### src/sv/tcst_pkg.sv
package tcst_pkg;

    localparam int SLOTS       = 5;
    localparam int HISTORY_LEN = 4;

    localparam int SLOT_W = (SLOTS > 1) ? $clog2(SLOTS) : 1;
    localparam int CNT_W  = $clog2(SLOTS + 1);
    localparam int PRES_W = $clog2(HISTORY_LEN + 1);
    localparam int WIDE_W = 8;

    localparam logic [1:0] EV_DOWN = 2'd0;
    localparam logic [1:0] EV_MOVE = 2'd1;
    localparam logic [1:0] EV_UP   = 2'd2;

    localparam logic [1:0] PH_IDLE    = 2'd0;
    localparam logic [1:0] PH_DOWN    = 2'd1;
    localparam logic [1:0] PH_PRESSED = 2'd2;
    localparam logic [1:0] PH_UP      = 2'd3;

    typedef struct packed {
        logic [7:0]  contact_id;
        logic [15:0] x_pos;
        logic [15:0] y_pos;
        logic [1:0]  touch_event;
        logic        frame_ghost;
    } in_item_t;

    typedef struct packed {
        logic [2:0]  slot;
        logic        accepted;
        logic [1:0]  contact_state;
        logic        contact_enabled;
        logic [2:0]  presence_level;
        logic [2:0]  active_contacts;
        logic [15:0] oldest_x;
        logic [15:0] oldest_y;
    } out_item_t;

    typedef enum logic [2:0] {
        ST_IDLE,
        ST_LOOKUP,
        ST_RESOLVE,
        ST_UPDATE,
        ST_REPORT
    } ctl_state_t;

    typedef struct packed {
        logic capture;
        logic lookup;
        logic resolve;
        logic commit;
    } dp_cmd_t;

endpackage

### src/sv/tcst_ctrl.sv
module tcst_ctrl
    import tcst_pkg::*;
(
    input  logic    clk,
    input  logic    rst_n,
    input  logic    start,
    output logic    busy,
    output logic    done,
    output dp_cmd_t cmd
);

    ctl_state_t state_reg;
    ctl_state_t state_next;

    always_ff @(posedge clk or negedge rst_n)
    begin
        if (!rst_n)
        begin
            state_reg <= ST_IDLE;
        end
        else
        begin
            state_reg <= state_next;
        end
    end

    always_comb
    begin
        state_next = state_reg;
        unique case (state_reg)
            ST_IDLE:
            begin
                if (start)
                begin
                    state_next = ST_LOOKUP;
                end
            end
            ST_LOOKUP:  state_next = ST_RESOLVE;
            ST_RESOLVE: state_next = ST_UPDATE;
            ST_UPDATE:  state_next = ST_REPORT;
            ST_REPORT:  state_next = start ? ST_LOOKUP : ST_IDLE;
            default:    state_next = ST_IDLE;
        endcase
    end

    always_comb
    begin
        busy        = 1'b1;
        done        = 1'b0;
        cmd         = '0;
        unique case (state_reg)
            ST_IDLE:
            begin
                busy        = 1'b0;
                cmd.capture = start;
            end
            ST_LOOKUP:  cmd.lookup  = 1'b1;
            ST_RESOLVE: cmd.resolve = 1'b1;
            ST_UPDATE:  cmd.commit  = 1'b1;
            ST_REPORT:
            begin
                busy        = 1'b0;
                done        = 1'b1;
                cmd.capture = start;
            end
            default:    busy = 1'b1;
        endcase
    end

`ifndef SYNTH
    a_done_single: assert property (@(posedge clk) disable iff (!rst_n)
        done |=> !done)
        else $error("result strobe held longer than one cycle");

    a_done_after_commit: assert property (@(posedge clk) disable iff (!rst_n)
        cmd.commit |=> done)
        else $error("commit not followed by result strobe");

    a_busy_after_accept: assert property (@(posedge clk) disable iff (!rst_n)
        (start && !busy) |=> busy)
        else $error("accepted transaction not followed by busy");
`endif

endmodule

### src/sv/tcst_datapath.sv
module tcst_datapath
    import tcst_pkg::*;
(
    input  logic      clk,
    input  logic      rst_n,
    input  dp_cmd_t   cmd,
    input  in_item_t  item,
    output out_item_t result
);

    in_item_t            in_reg;
    logic [SLOTS-1:0]    hit_reg;
    logic [SLOTS-1:0]    free_reg;
    logic [SLOT_W-1:0]   idx_reg;
    logic                found_reg;
    logic                claim_reg;

    logic [SLOTS-1:0]    in_use_reg;
    logic [SLOTS-1:0]    en_reg;
    logic [7:0]          contact_reg [SLOTS];
    logic [1:0]          phase_reg   [SLOTS];
    logic [PRES_W-1:0]   pres_reg    [SLOTS];
    logic [15:0]         win_x_reg   [SLOTS][HISTORY_LEN];
    logic [15:0]         win_y_reg   [SLOTS][HISTORY_LEN];
    logic [CNT_W-1:0]    total_reg;
    out_item_t           res_reg;

    logic [SLOTS-1:0]    hit_next;
    logic [SLOTS-1:0]    free_next;
    logic [SLOT_W-1:0]   idx_next;
    logic                found_next;
    logic                claim_next;

    logic                sel_in_use_next;
    logic                sel_en_next;
    logic [1:0]          sel_phase_next;
    logic [PRES_W-1:0]   sel_pres_next;
    logic [15:0]         sel_x_next [HISTORY_LEN];
    logic [15:0]         sel_y_next [HISTORY_LEN];
    logic [CNT_W-1:0]    total_next;
    out_item_t           res_next;
    logic                pos_zero;
    logic                sel_en;
    logic [PRES_W-1:0]   sel_pres;
    logic [WIDE_W-1:0]   wide_idx;
    logic [WIDE_W-1:0]   wide_pres;
    logic [WIDE_W-1:0]   wide_total;

    always_comb
    begin
        for (int s = 0; s < SLOTS; s++)
        begin
            hit_next[s]  = in_use_reg[s] && (contact_reg[s] == in_reg.contact_id);
            free_next[s] = !in_use_reg[s];
        end
    end

    always_comb
    begin
        idx_next   = '0;
        found_next = 1'b0;
        claim_next = 1'b0;
        if (|hit_reg)
        begin
            for (int s = SLOTS - 1; s >= 0; s--)
            begin
                if (hit_reg[s])
                begin
                    idx_next = SLOT_W'(s);
                end
            end
            found_next = !in_reg.frame_ghost;
        end
        else if (|free_reg)
        begin
            for (int s = SLOTS - 1; s >= 0; s--)
            begin
                if (free_reg[s])
                begin
                    idx_next = SLOT_W'(s);
                end
            end
            found_next = !in_reg.frame_ghost;
            claim_next = 1'b1;
        end
    end

    always_comb
    begin
        pos_zero        = (in_reg.x_pos == 16'd0) && (in_reg.y_pos == 16'd0);
        sel_en          = en_reg[idx_reg];
        sel_pres        = pres_reg[idx_reg];
        sel_in_use_next = 1'b1;
        sel_en_next     = sel_en;
        sel_phase_next  = phase_reg[idx_reg];
        total_next      = total_reg;

        if (pos_zero)
        begin
            sel_pres_next = (sel_pres != '0) ? sel_pres - 1'b1 : sel_pres;
        end
        else
        begin
            sel_pres_next = (sel_pres < PRES_W'(HISTORY_LEN)) ? sel_pres + 1'b1 : sel_pres;
        end

        for (int i = 0; i < HISTORY_LEN - 1; i++)
        begin
            sel_x_next[i] = win_x_reg[idx_reg][i+1];
            sel_y_next[i] = win_y_reg[idx_reg][i+1];
        end
        sel_x_next[HISTORY_LEN-1] = in_reg.x_pos;
        sel_y_next[HISTORY_LEN-1] = in_reg.y_pos;

        case (in_reg.touch_event)
            EV_DOWN:
            begin
                if (!sel_en)
                begin
                    sel_phase_next = PH_DOWN;
                    sel_en_next    = 1'b1;
                    total_next     = total_reg + 1'b1;
                end
            end
            EV_MOVE:
            begin
                sel_phase_next = PH_PRESSED;
            end
            EV_UP:
            begin
                if (sel_en && (total_reg != '0))
                begin
                    total_next = total_reg - 1'b1;
                end
                sel_in_use_next = 1'b0;
                sel_en_next     = 1'b0;
                sel_pres_next   = '0;
                sel_phase_next  = PH_UP;
                for (int i = 0; i < HISTORY_LEN; i++)
                begin
                    sel_x_next[i] = '0;
                    sel_y_next[i] = '0;
                end
            end
            default:
            begin
                sel_phase_next = phase_reg[idx_reg];
            end
        endcase

        wide_idx   = WIDE_W'(idx_reg);
        wide_pres  = WIDE_W'(sel_pres_next);
        res_next   = '0;
        if (found_reg)
        begin
            wide_total               = WIDE_W'(total_next);
            res_next.slot            = wide_idx[2:0];
            res_next.accepted        = 1'b1;
            res_next.contact_state   = sel_phase_next;
            res_next.contact_enabled = sel_en_next;
            res_next.presence_level  = wide_pres[2:0];
            res_next.oldest_x        = sel_x_next[0];
            res_next.oldest_y        = sel_y_next[0];
        end
        else
        begin
            wide_total = WIDE_W'(total_reg);
        end
        res_next.active_contacts = wide_total[2:0];
    end

    always_ff @(posedge clk)
    begin
        if (cmd.capture)
        begin
            in_reg <= item;
        end
        if (cmd.lookup)
        begin
            hit_reg  <= hit_next;
            free_reg <= free_next;
        end
        if (cmd.resolve)
        begin
            idx_reg <= idx_next;
        end
        if (cmd.commit)
        begin
            res_reg <= res_next;
            if (found_reg && claim_reg)
            begin
                contact_reg[idx_reg] <= in_reg.contact_id;
            end
        end
    end

    always_ff @(posedge clk or negedge rst_n)
    begin
        if (!rst_n)
        begin
            found_reg  <= 1'b0;
            claim_reg  <= 1'b0;
            in_use_reg <= '0;
            en_reg     <= '0;
            total_reg  <= '0;
            for (int s = 0; s < SLOTS; s++)
            begin
                phase_reg[s] <= PH_IDLE;
                pres_reg[s]  <= '0;
                for (int i = 0; i < HISTORY_LEN; i++)
                begin
                    win_x_reg[s][i] <= '0;
                    win_y_reg[s][i] <= '0;
                end
            end
        end
        else
        begin
            if (cmd.resolve)
            begin
                found_reg <= found_next;
                claim_reg <= claim_next;
            end
            if (cmd.commit && found_reg)
            begin
                in_use_reg[idx_reg] <= sel_in_use_next;
                en_reg[idx_reg]     <= sel_en_next;
                phase_reg[idx_reg]  <= sel_phase_next;
                pres_reg[idx_reg]   <= sel_pres_next;
                total_reg           <= total_next;
                for (int i = 0; i < HISTORY_LEN; i++)
                begin
                    win_x_reg[idx_reg][i] <= sel_x_next[i];
                    win_y_reg[idx_reg][i] <= sel_y_next[i];
                end
            end
        end
    end

    assign result = res_reg;

`ifndef SYNTH
    a_total_matches: assert property (@(posedge clk) disable iff (!rst_n)
        $countones(en_reg) == int'(total_reg))
        else $error("enabled count out of step with enable bits");

    a_enabled_in_use: assert property (@(posedge clk) disable iff (!rst_n)
        (en_reg & ~in_use_reg) == '0)
        else $error("enabled contact in a free slot");

    a_drop_no_change: assert property (@(posedge clk) disable iff (!rst_n)
        (cmd.commit && !found_reg) |=> $stable(in_use_reg) && $stable(total_reg))
        else $error("dropped transaction changed slot state");
`endif

endmodule

### src/sv/touch_contact_slot_tracker.sv
// An accepted transaction steps through the lookup, resolve, update and report
// states, with busy high until report; the result is registered in update, and
// the next start is taken in the cycle the result is shown.
// Results are strobed by done for one cycle; the receiver cannot stall.
// Reset (rst_n low, asynchronous) frees all slots, clears windows and counts.
module touch_contact_slot_tracker
    import tcst_pkg::*;
(
    input  logic      clk,
    input  logic      rst_n,
    input  logic      start,
    output logic      busy,
    input  in_item_t  item,
    output logic      done,
    output out_item_t result
);

    dp_cmd_t cmd;

    tcst_ctrl u_ctrl (
        .clk   (clk),
        .rst_n (rst_n),
        .start (start),
        .busy  (busy),
        .done  (done),
        .cmd   (cmd)
    );

    tcst_datapath u_datapath (
        .clk    (clk),
        .rst_n  (rst_n),
        .cmd    (cmd),
        .item   (item),
        .result (result)
    );

endmodule
### config.mk
export PLATFORM = sky130hd
export DESIGN_NAME = touch_contact_slot_tracker
export DESIGN_NICKNAME = d
export VERILOG_FILES = /design/src/sv/tcst_pkg.sv /design/src/sv/tcst_ctrl.sv /design/src/sv/tcst_datapath.sv /design/src/sv/touch_contact_slot_tracker.sv
export SDC_FILE = /design/constraint.sdc
export NUM_CORES = 1
export LEC_CHECK = 0
export BUFFER_PORTS_ARGS = -buffer_cell sky130_fd_sc_hd__buf_2
export CAP_MARGIN = 20
export CORE_MARGIN = 2
export CORE_UTILIZATION = 42
export CTS_BUF_LIST = sky130_fd_sc_hd__clkbuf_4 sky130_fd_sc_hd__clkbuf_8
export DETAILED_ROUTE_END_ITERATION = 16
export RECOVER_POWER = 25
export REMOVE_ABC_BUFFERS = 1
export SLEW_MARGIN = 20
export SYNTH_ARGS = -nofsm -noshare
export SYNTH_HDL_FRONTEND = slang
export SYNTH_SLANG_ARGS = --single-unit
### constraint.sdc
create_clock -name clk -period 7.6 [get_ports clk]
set_input_delay 1.9 -clock clk [delete_from_list [all_inputs] [get_ports clk]]
set_output_delay 1.9 -clock clk [all_outputs]
set_load 0.1 [all_outputs]
==> metrics.txt, run 1 <==
Syn-to-layout area delta=11.3%; CTS sink count=between 600 and 700; Clk Tree Root Cell=clkbuf_8; Setup WS post-layout=around 2 ns; synth top area cells=dfrtp_1 45%, edfxtp_1 15%, mux2_2 5.2%; dpl cell area=between 30000 and 40000 um^2; Final Cell Area=between 30000 and 40000 um^2; Synth Area in Simple Gates=~9%; critical path arrival=roughly 6.0 ns; via count=19500; Worst R2R Setup Slack=about 2.0 ns; vias in the first global route=20300; post-synthesis adder-cell area fraction=0.388%; Vert. Die Dim=about 270 um; CTS clk-pin slew, worst paths=about 0.060 ns; TNS Setup=0 ns; # resized after CTS=0; global-route wire length before repair=112000 um; Critical Path Start Type=register; die area=between 70000 and 80000 um^2; largest net degree at the start of global routing=between 150 and 200; worst hold endpoint=u_datapath.found_reg; GRT Total Usage=between 10% and 20%; vias per std cell=between 5 and 6; largest family of logic cells by synthesized area=compound AO/OA/AOI/OAI gates; worst-skew pair later-pin latency=around 0.72 ns; complex-gate fraction of the synthesized area=roughly 16%; synthesized cell area=approximately 29000 um^2; DP Worst Slack=3.43 ns; CP startpoint=u_datapath.idx_reg[2]; RSZ-0062 raised after global routing=false; H-tree levels=3; Netlist cell types=66; CTS tree=built; final hold viol count=0; CP max-delay cell=clkbuf_1; WL/cell=19.8 um; Nets=~2600; Synth Flop Type=dfrtp_1; Final Cycle Share=between 70% and 80%; status=finished, violations left; Iter 0 DRT Violations=between 1000 and 1500; Finish-stage setup viols=0; total power=10.5 mW; Max Cap Violations=3; r2r startpoint=u_datapath.idx_reg[2]; FP Rows=96; Num CTS Buffers=between 100 and 150; starting density of the core=between 40% and 50%; hold depth=1; 1st-pass router iterations=6; mux share of post-synthesis cell area=between 10% and 20%; die width=267 um; Yosys top cell by area=dfrtp_1; xor/xnor share of the synthesized area=1.33%; worst hold path class=reg -> reg; clock buffer depth=3; Core ar.=just under 70000 um^2; hold-fix buffers at CTS=0; r2r endpoint=u_datapath.result[36]; post-route ant nets=0; Post-Route WL=a little under 70000 um; Remaining Overflow, GRT=0; Synth Warn #=0; crit path buf inv count=2; RePlAce Congestion=0.746; Tmin final=approximately 5.6 ns; DRC errors left=0; Final Slew Violations=233; max incr delay on CP=roughly 2.8 ns; io pins=between 90 and 100; Post-synth EDFFs=141; CP top delay family=buffers and inverters; slew margin rel.=-161%; Setup Buffers After CTS=0; Fmax=roughly 0.18 GHz; Hold Crit Start=u_datapath.in_reg[0]; layout cells sized above 1=18.9%; register area share after synthesis=about 60%; failing checks=capacitance limit, slew limit; Clock Skews=0.0429 ns; critical path type=reg -> reg; WP data required=8.03 ns; Pwr Density=324 nW/um^2; CP Depth=8; Syn Inst Count=between 2000 and 3000; Syn Area/Cell=11.6 um^2; asr flop ratio synth=approximately four fifths; post-DP HPWL=roughly 37000 um; register bit count reported by yosys=664; crit path capture type=register; antenna violations before repair=1; CP max FO=57; cell count of the worst reg-to-reg path=8; commonest non-fill, non-tap cells in the layout=523 x dfrtp_1, 373 x nand2_1, 179 x o21ai_0, 163 x a22oi_1, 141 x edfxtp_1; CP Cell Sequence=buf_4 > clkbuf_1 > mux2_4 > a22oi_2 > and2_4 > o22ai_1 > a32o_2 > nor2_1; PortBufs=92; Static Leak=approximately 14 nW; Yosys top cell area share=between 40% and 50%; Max VDD drop=around 0.00017 V; commonest non-fill, non-tap cell in the layout=dfrtp_1; worst-margin pin slew=~4 ns
==> metrics by stage <==
| step | utilization, % | hold slack [ns] | cells |
|---|---|---|---|
| 4_1_cts | 47.2 | 0.452 | 3509 |
| 3_5_place_dp | 43.8 | 0.447 | 3305 |
| 6_report | 47.2 | 0.454 | 3510 |
| 5_1_grt | 47.2 | 0.488 | 3510 |
| 2_1_floorplan | - | 0.410 | 2299 |
| 3_3_place_gp | 43.8 | 0.438 | 3305 |
==> where the power goes <==
group | total (mW) | internal (mW) | switching [mW]
registers | 4.59 | 4.25 | 0.340
logic | 2.62 | 0.679 | 1.94
clock network | 3.25 | 1.82 | 1.43
==> routing by layer <==
metal	track usage (%)	part of all wire [%]	vias to the layer above
met2	32.7	47	500
met5	0	0	-
li1	-	-	9069
met1	26.5	45	9760
met3	3.56	5.0	127
met4	6.57	2.5	0
==> Yosys cell counts, drive strengths merged, types with 7 or more instances <==
master  instances
mux2i          36
nand2         375
nor2          106
nand2b         54
buf           107
clkbuf         98
o31ai          95
a22oi         164
xnor2          37
dfrtp         523
edfxtp        141
nand4           7
a21oi          32
o22a           79
mux2          235
nand3          11
ha              9
nor4           15
o21ai         301
inv            21
and2            8
==> layout make-up <==
cell class	instances	area, um^2
clock buffer	182	2200
inverter	21	78.8
timing repair buffer	124	722
clock inverter	22	128
multi-input combinational	1614	10800
tap	882	1100
antenna	1	2.50
fill	6194	36200
sequential	664	17300
==> how the worst max path moves through the flow <==
stage | to | slack [ns]
floorplan | u_datapath.contact_reg[0][0] | -1.26
global placement | u_datapath.win_x_reg[294] | 3.52
detailed placement | u_datapath.win_x_reg[294] | 3.43
CTS | u_datapath.win_x_reg[276] | 3.40
global route | u_datapath.result[36] | 1.73
finish | u_datapath.result[36] | 2.02
==> cells by family after synthesis <==
family | count (synthesis)
AO/OA/AOI/OAI | 691
AND/OR/NAND/NOR | 600
multiplexers | 272
adder cells (fa/ha/maj) | 9
flip-flops | 664
buffers and inverters | 226
XOR/XNOR | 42
(Power assumes the default switching activity.)
==> inputs of run 2 (changes only) <==
==> constraint.sdc (replaced) <==
create_clock -name clk -period 5.05 [get_ports clk]
set_input_delay 1.2625 -clock clk [delete_from_list [all_inputs] [get_ports clk]]
set_output_delay 1.2625 -clock clk [all_outputs]
set_load 0.1 [all_outputs]
==> run 2 against run 1 <==
Net effect: the run still ends with capacitance limit, slew limit left; sequential share of layout area fell by 0.67 points; wire length rose by 2.9%; non-clock buffer count rose by 13; clock-buffer cell count rose by 6; register-to-register slack got worse by 0.60 ns; setup slack got worse by 0.60 ns; clock power rose by 62%; critical path type unchanged.
==> metrics.txt, run 2 (synthesized netlist as in run 1, its figures left out) <==
Finish-stage setup viols=0; Most Frequent Cell on Critical Path=buf_4; io pins=slightly above 90; WL/cell=just over 20 um; crit path capture type=register; combinational power share=roughly a quarter; critical path type=reg -> reg; Final Cell Area=32700 um^2; slew margin rel.=-113%; fin util=between 40% and 50%; Pwr Density=494 nW/um^2; CTS clk-pin slew, worst paths=0.06 ns; total power=16.1 mW; Clock Skews=roughly 0.045 ns; Worst R2R Setup Slack=between 1 and 1.5 ns; commonest non-fill, non-tap cell in the layout=dfrtp_1; Fmax=0.276 GHz; # placed instances=approximately 3300; Num CTS Buffers=around 110; RePlAce Congestion=around 0.74; worst hold slack=between 0.4 and 0.5 ns; Setup Buffers After CTS=0; Nets=2604; global-route wire length before repair=roughly 110000 um; max incr delay on CP=0.81 ns; Max Cap Violations=1; Setup WS post-layout=roughly 1.4 ns; status=finished, violations left; 1st-pass router iterations=6; die area=just over 70000 um^2; worst-margin pin slew=~3.2 ns; clock buffer depth=3; # resized after CTS=0; failing checks=capacitance limit, slew limit; Post-Layout Cell Count=3526; Clk Tree Root Cell=clkbuf_8; H-tree levels=3; Static Leak=roughly 14 nW; final hold viol count=0; Final Slew Violations=109; CTS sink count=about 660; CTS tree=built; hold depth=1; Sw Share=a little over a third; worst-skew pair later-pin latency=0.74 ns; Tmin final=around 3.6 ns; cell count of the worst reg-to-reg path=7; Max VDD drop=0.000348 V; post-route ant nets=0; Clock power frac=32.5%; GRT Total Usage=between 20 and 25%; Vert. Die Dim=between 200 and 300 um; number of fill cells=6175; Core ar.=~68000 um^2; post-DP HPWL=around 40000 um; hold-fix buffers at CTS=0; starting density of the core=about 42%; vias in the first global route=20400; CP max FO=63; largest net degree at the start of global routing=approximately 160; WP data required=5.59 ns; critical path arrival=between 4 and 5 ns; Syn-to-layout area delta=12.7%; dpl cell area=around 30000 um^2; Int Pwr=between 10 and 15 mW; Reg power frac=42.7%; Critical Path Start Type=register; commonest non-fill, non-tap cells in the layout=523 x dfrtp_1, 373 x nand2_1, 179 x o21ai_0, 163 x a22oi_1, 147 x clkbuf_8; vias per std cell=5.55; PortBufs=around 90; CP max-delay cell=edfxtp_1; Iter 0 DRT Violations=1405; FP Rows=96; CP Cell Sequence=buf_4 > nor2b_4 > buf_4 > a22oi_1 > o22ai_1 > a21oi_1 > nor2_1; worst hold path class=reg -> reg; DRC errors left=0; Final Cycle Share=between 70% and 80%; layout cells sized above 1=19.6%; Post-Route WL=between 70000 and 80000 um; TNS Setup=0 ns; RSZ-0062 raised after global routing=false; Remaining Overflow, GRT=0; antenna violations before repair=1; die width=around 270 um; sw power=5.65 mW; DP Worst Slack=about 1.5 ns; via count=between 15000 and 20000
run 2: cell types whose count changed in the layout (fill, tap and decap cells not counted), sizes merged:
cell      change
clkbuf        +5
inv           +2
clkinv        -9
buf          +14
clkinvlp      +1
bufinv        +3
run 2: final timing paths:
| path | startpoint | endpoint |
|---|---|---|
| max | u_datapath.idx_reg[2] | u_datapath.result[40] |
| min | u_datapath.in_reg[0] | u_datapath.found_reg |
| max reg2reg | u_datapath.idx_reg[2] | u_datapath.result[40] |
| min reg2reg | u_datapath.in_reg[0] | u_datapath.found_reg |
| max in group asynchronous | rst_n | u_datapath.pres_reg[7] |
| min in group asynchronous | rst_n | u_datapath.win_x_reg[81] |
run 2: routing by layer:
| metal | global-route usage, % | routed length, um | vias up |
|---|---|---|---|
| li1 | - | - | 9100 |
| met1 | 27.2 | 32700 | 9914 |
| met2 | 33.7 | 34000 | 441 |
| met3 | 3.73 | 3130 | 111 |
| met4 | 6.21 | 1660 | 0 |
| met5 | 0 | 0 | - |
run 2: power groups by stage:
stage	clock network (mW)	logic [mW]	registers [mW]
after CTS	5.37	4.06	6.89
after detailed placement	0	4.05	6.98
after floorplan	0	1.87	7.70
after global placement	0	3.98	6.95
after global routing	5.61	4.36	6.99
final	5.25	4.01	6.89
run 2: area by class of cell:
type / count / area, um^2 / share of cell area [%]
sequential: 664 / 17300 / 52.9
multi-input combinational: 1614 / 10800 / 32.9
clock buffer: 188 / 2330 / 7.12
tap: 882 / 1100 / 3.37
timing repair buffer: 137 / 928 / 2.84
clock inverter: 19 / 198 / 0.604
inverter: 21 / 78.8 / 0.241
antenna: 1 / 2.50 / 0.00765
run 2: critical path: cells and delay by family, from the launching register on:
kind | cells | cell delay [ns]
buf+inv | 2 | 1.51
flops | 1 | 0.81
simple gates | 2 | 0.51
compound gates | 3 | 0.57
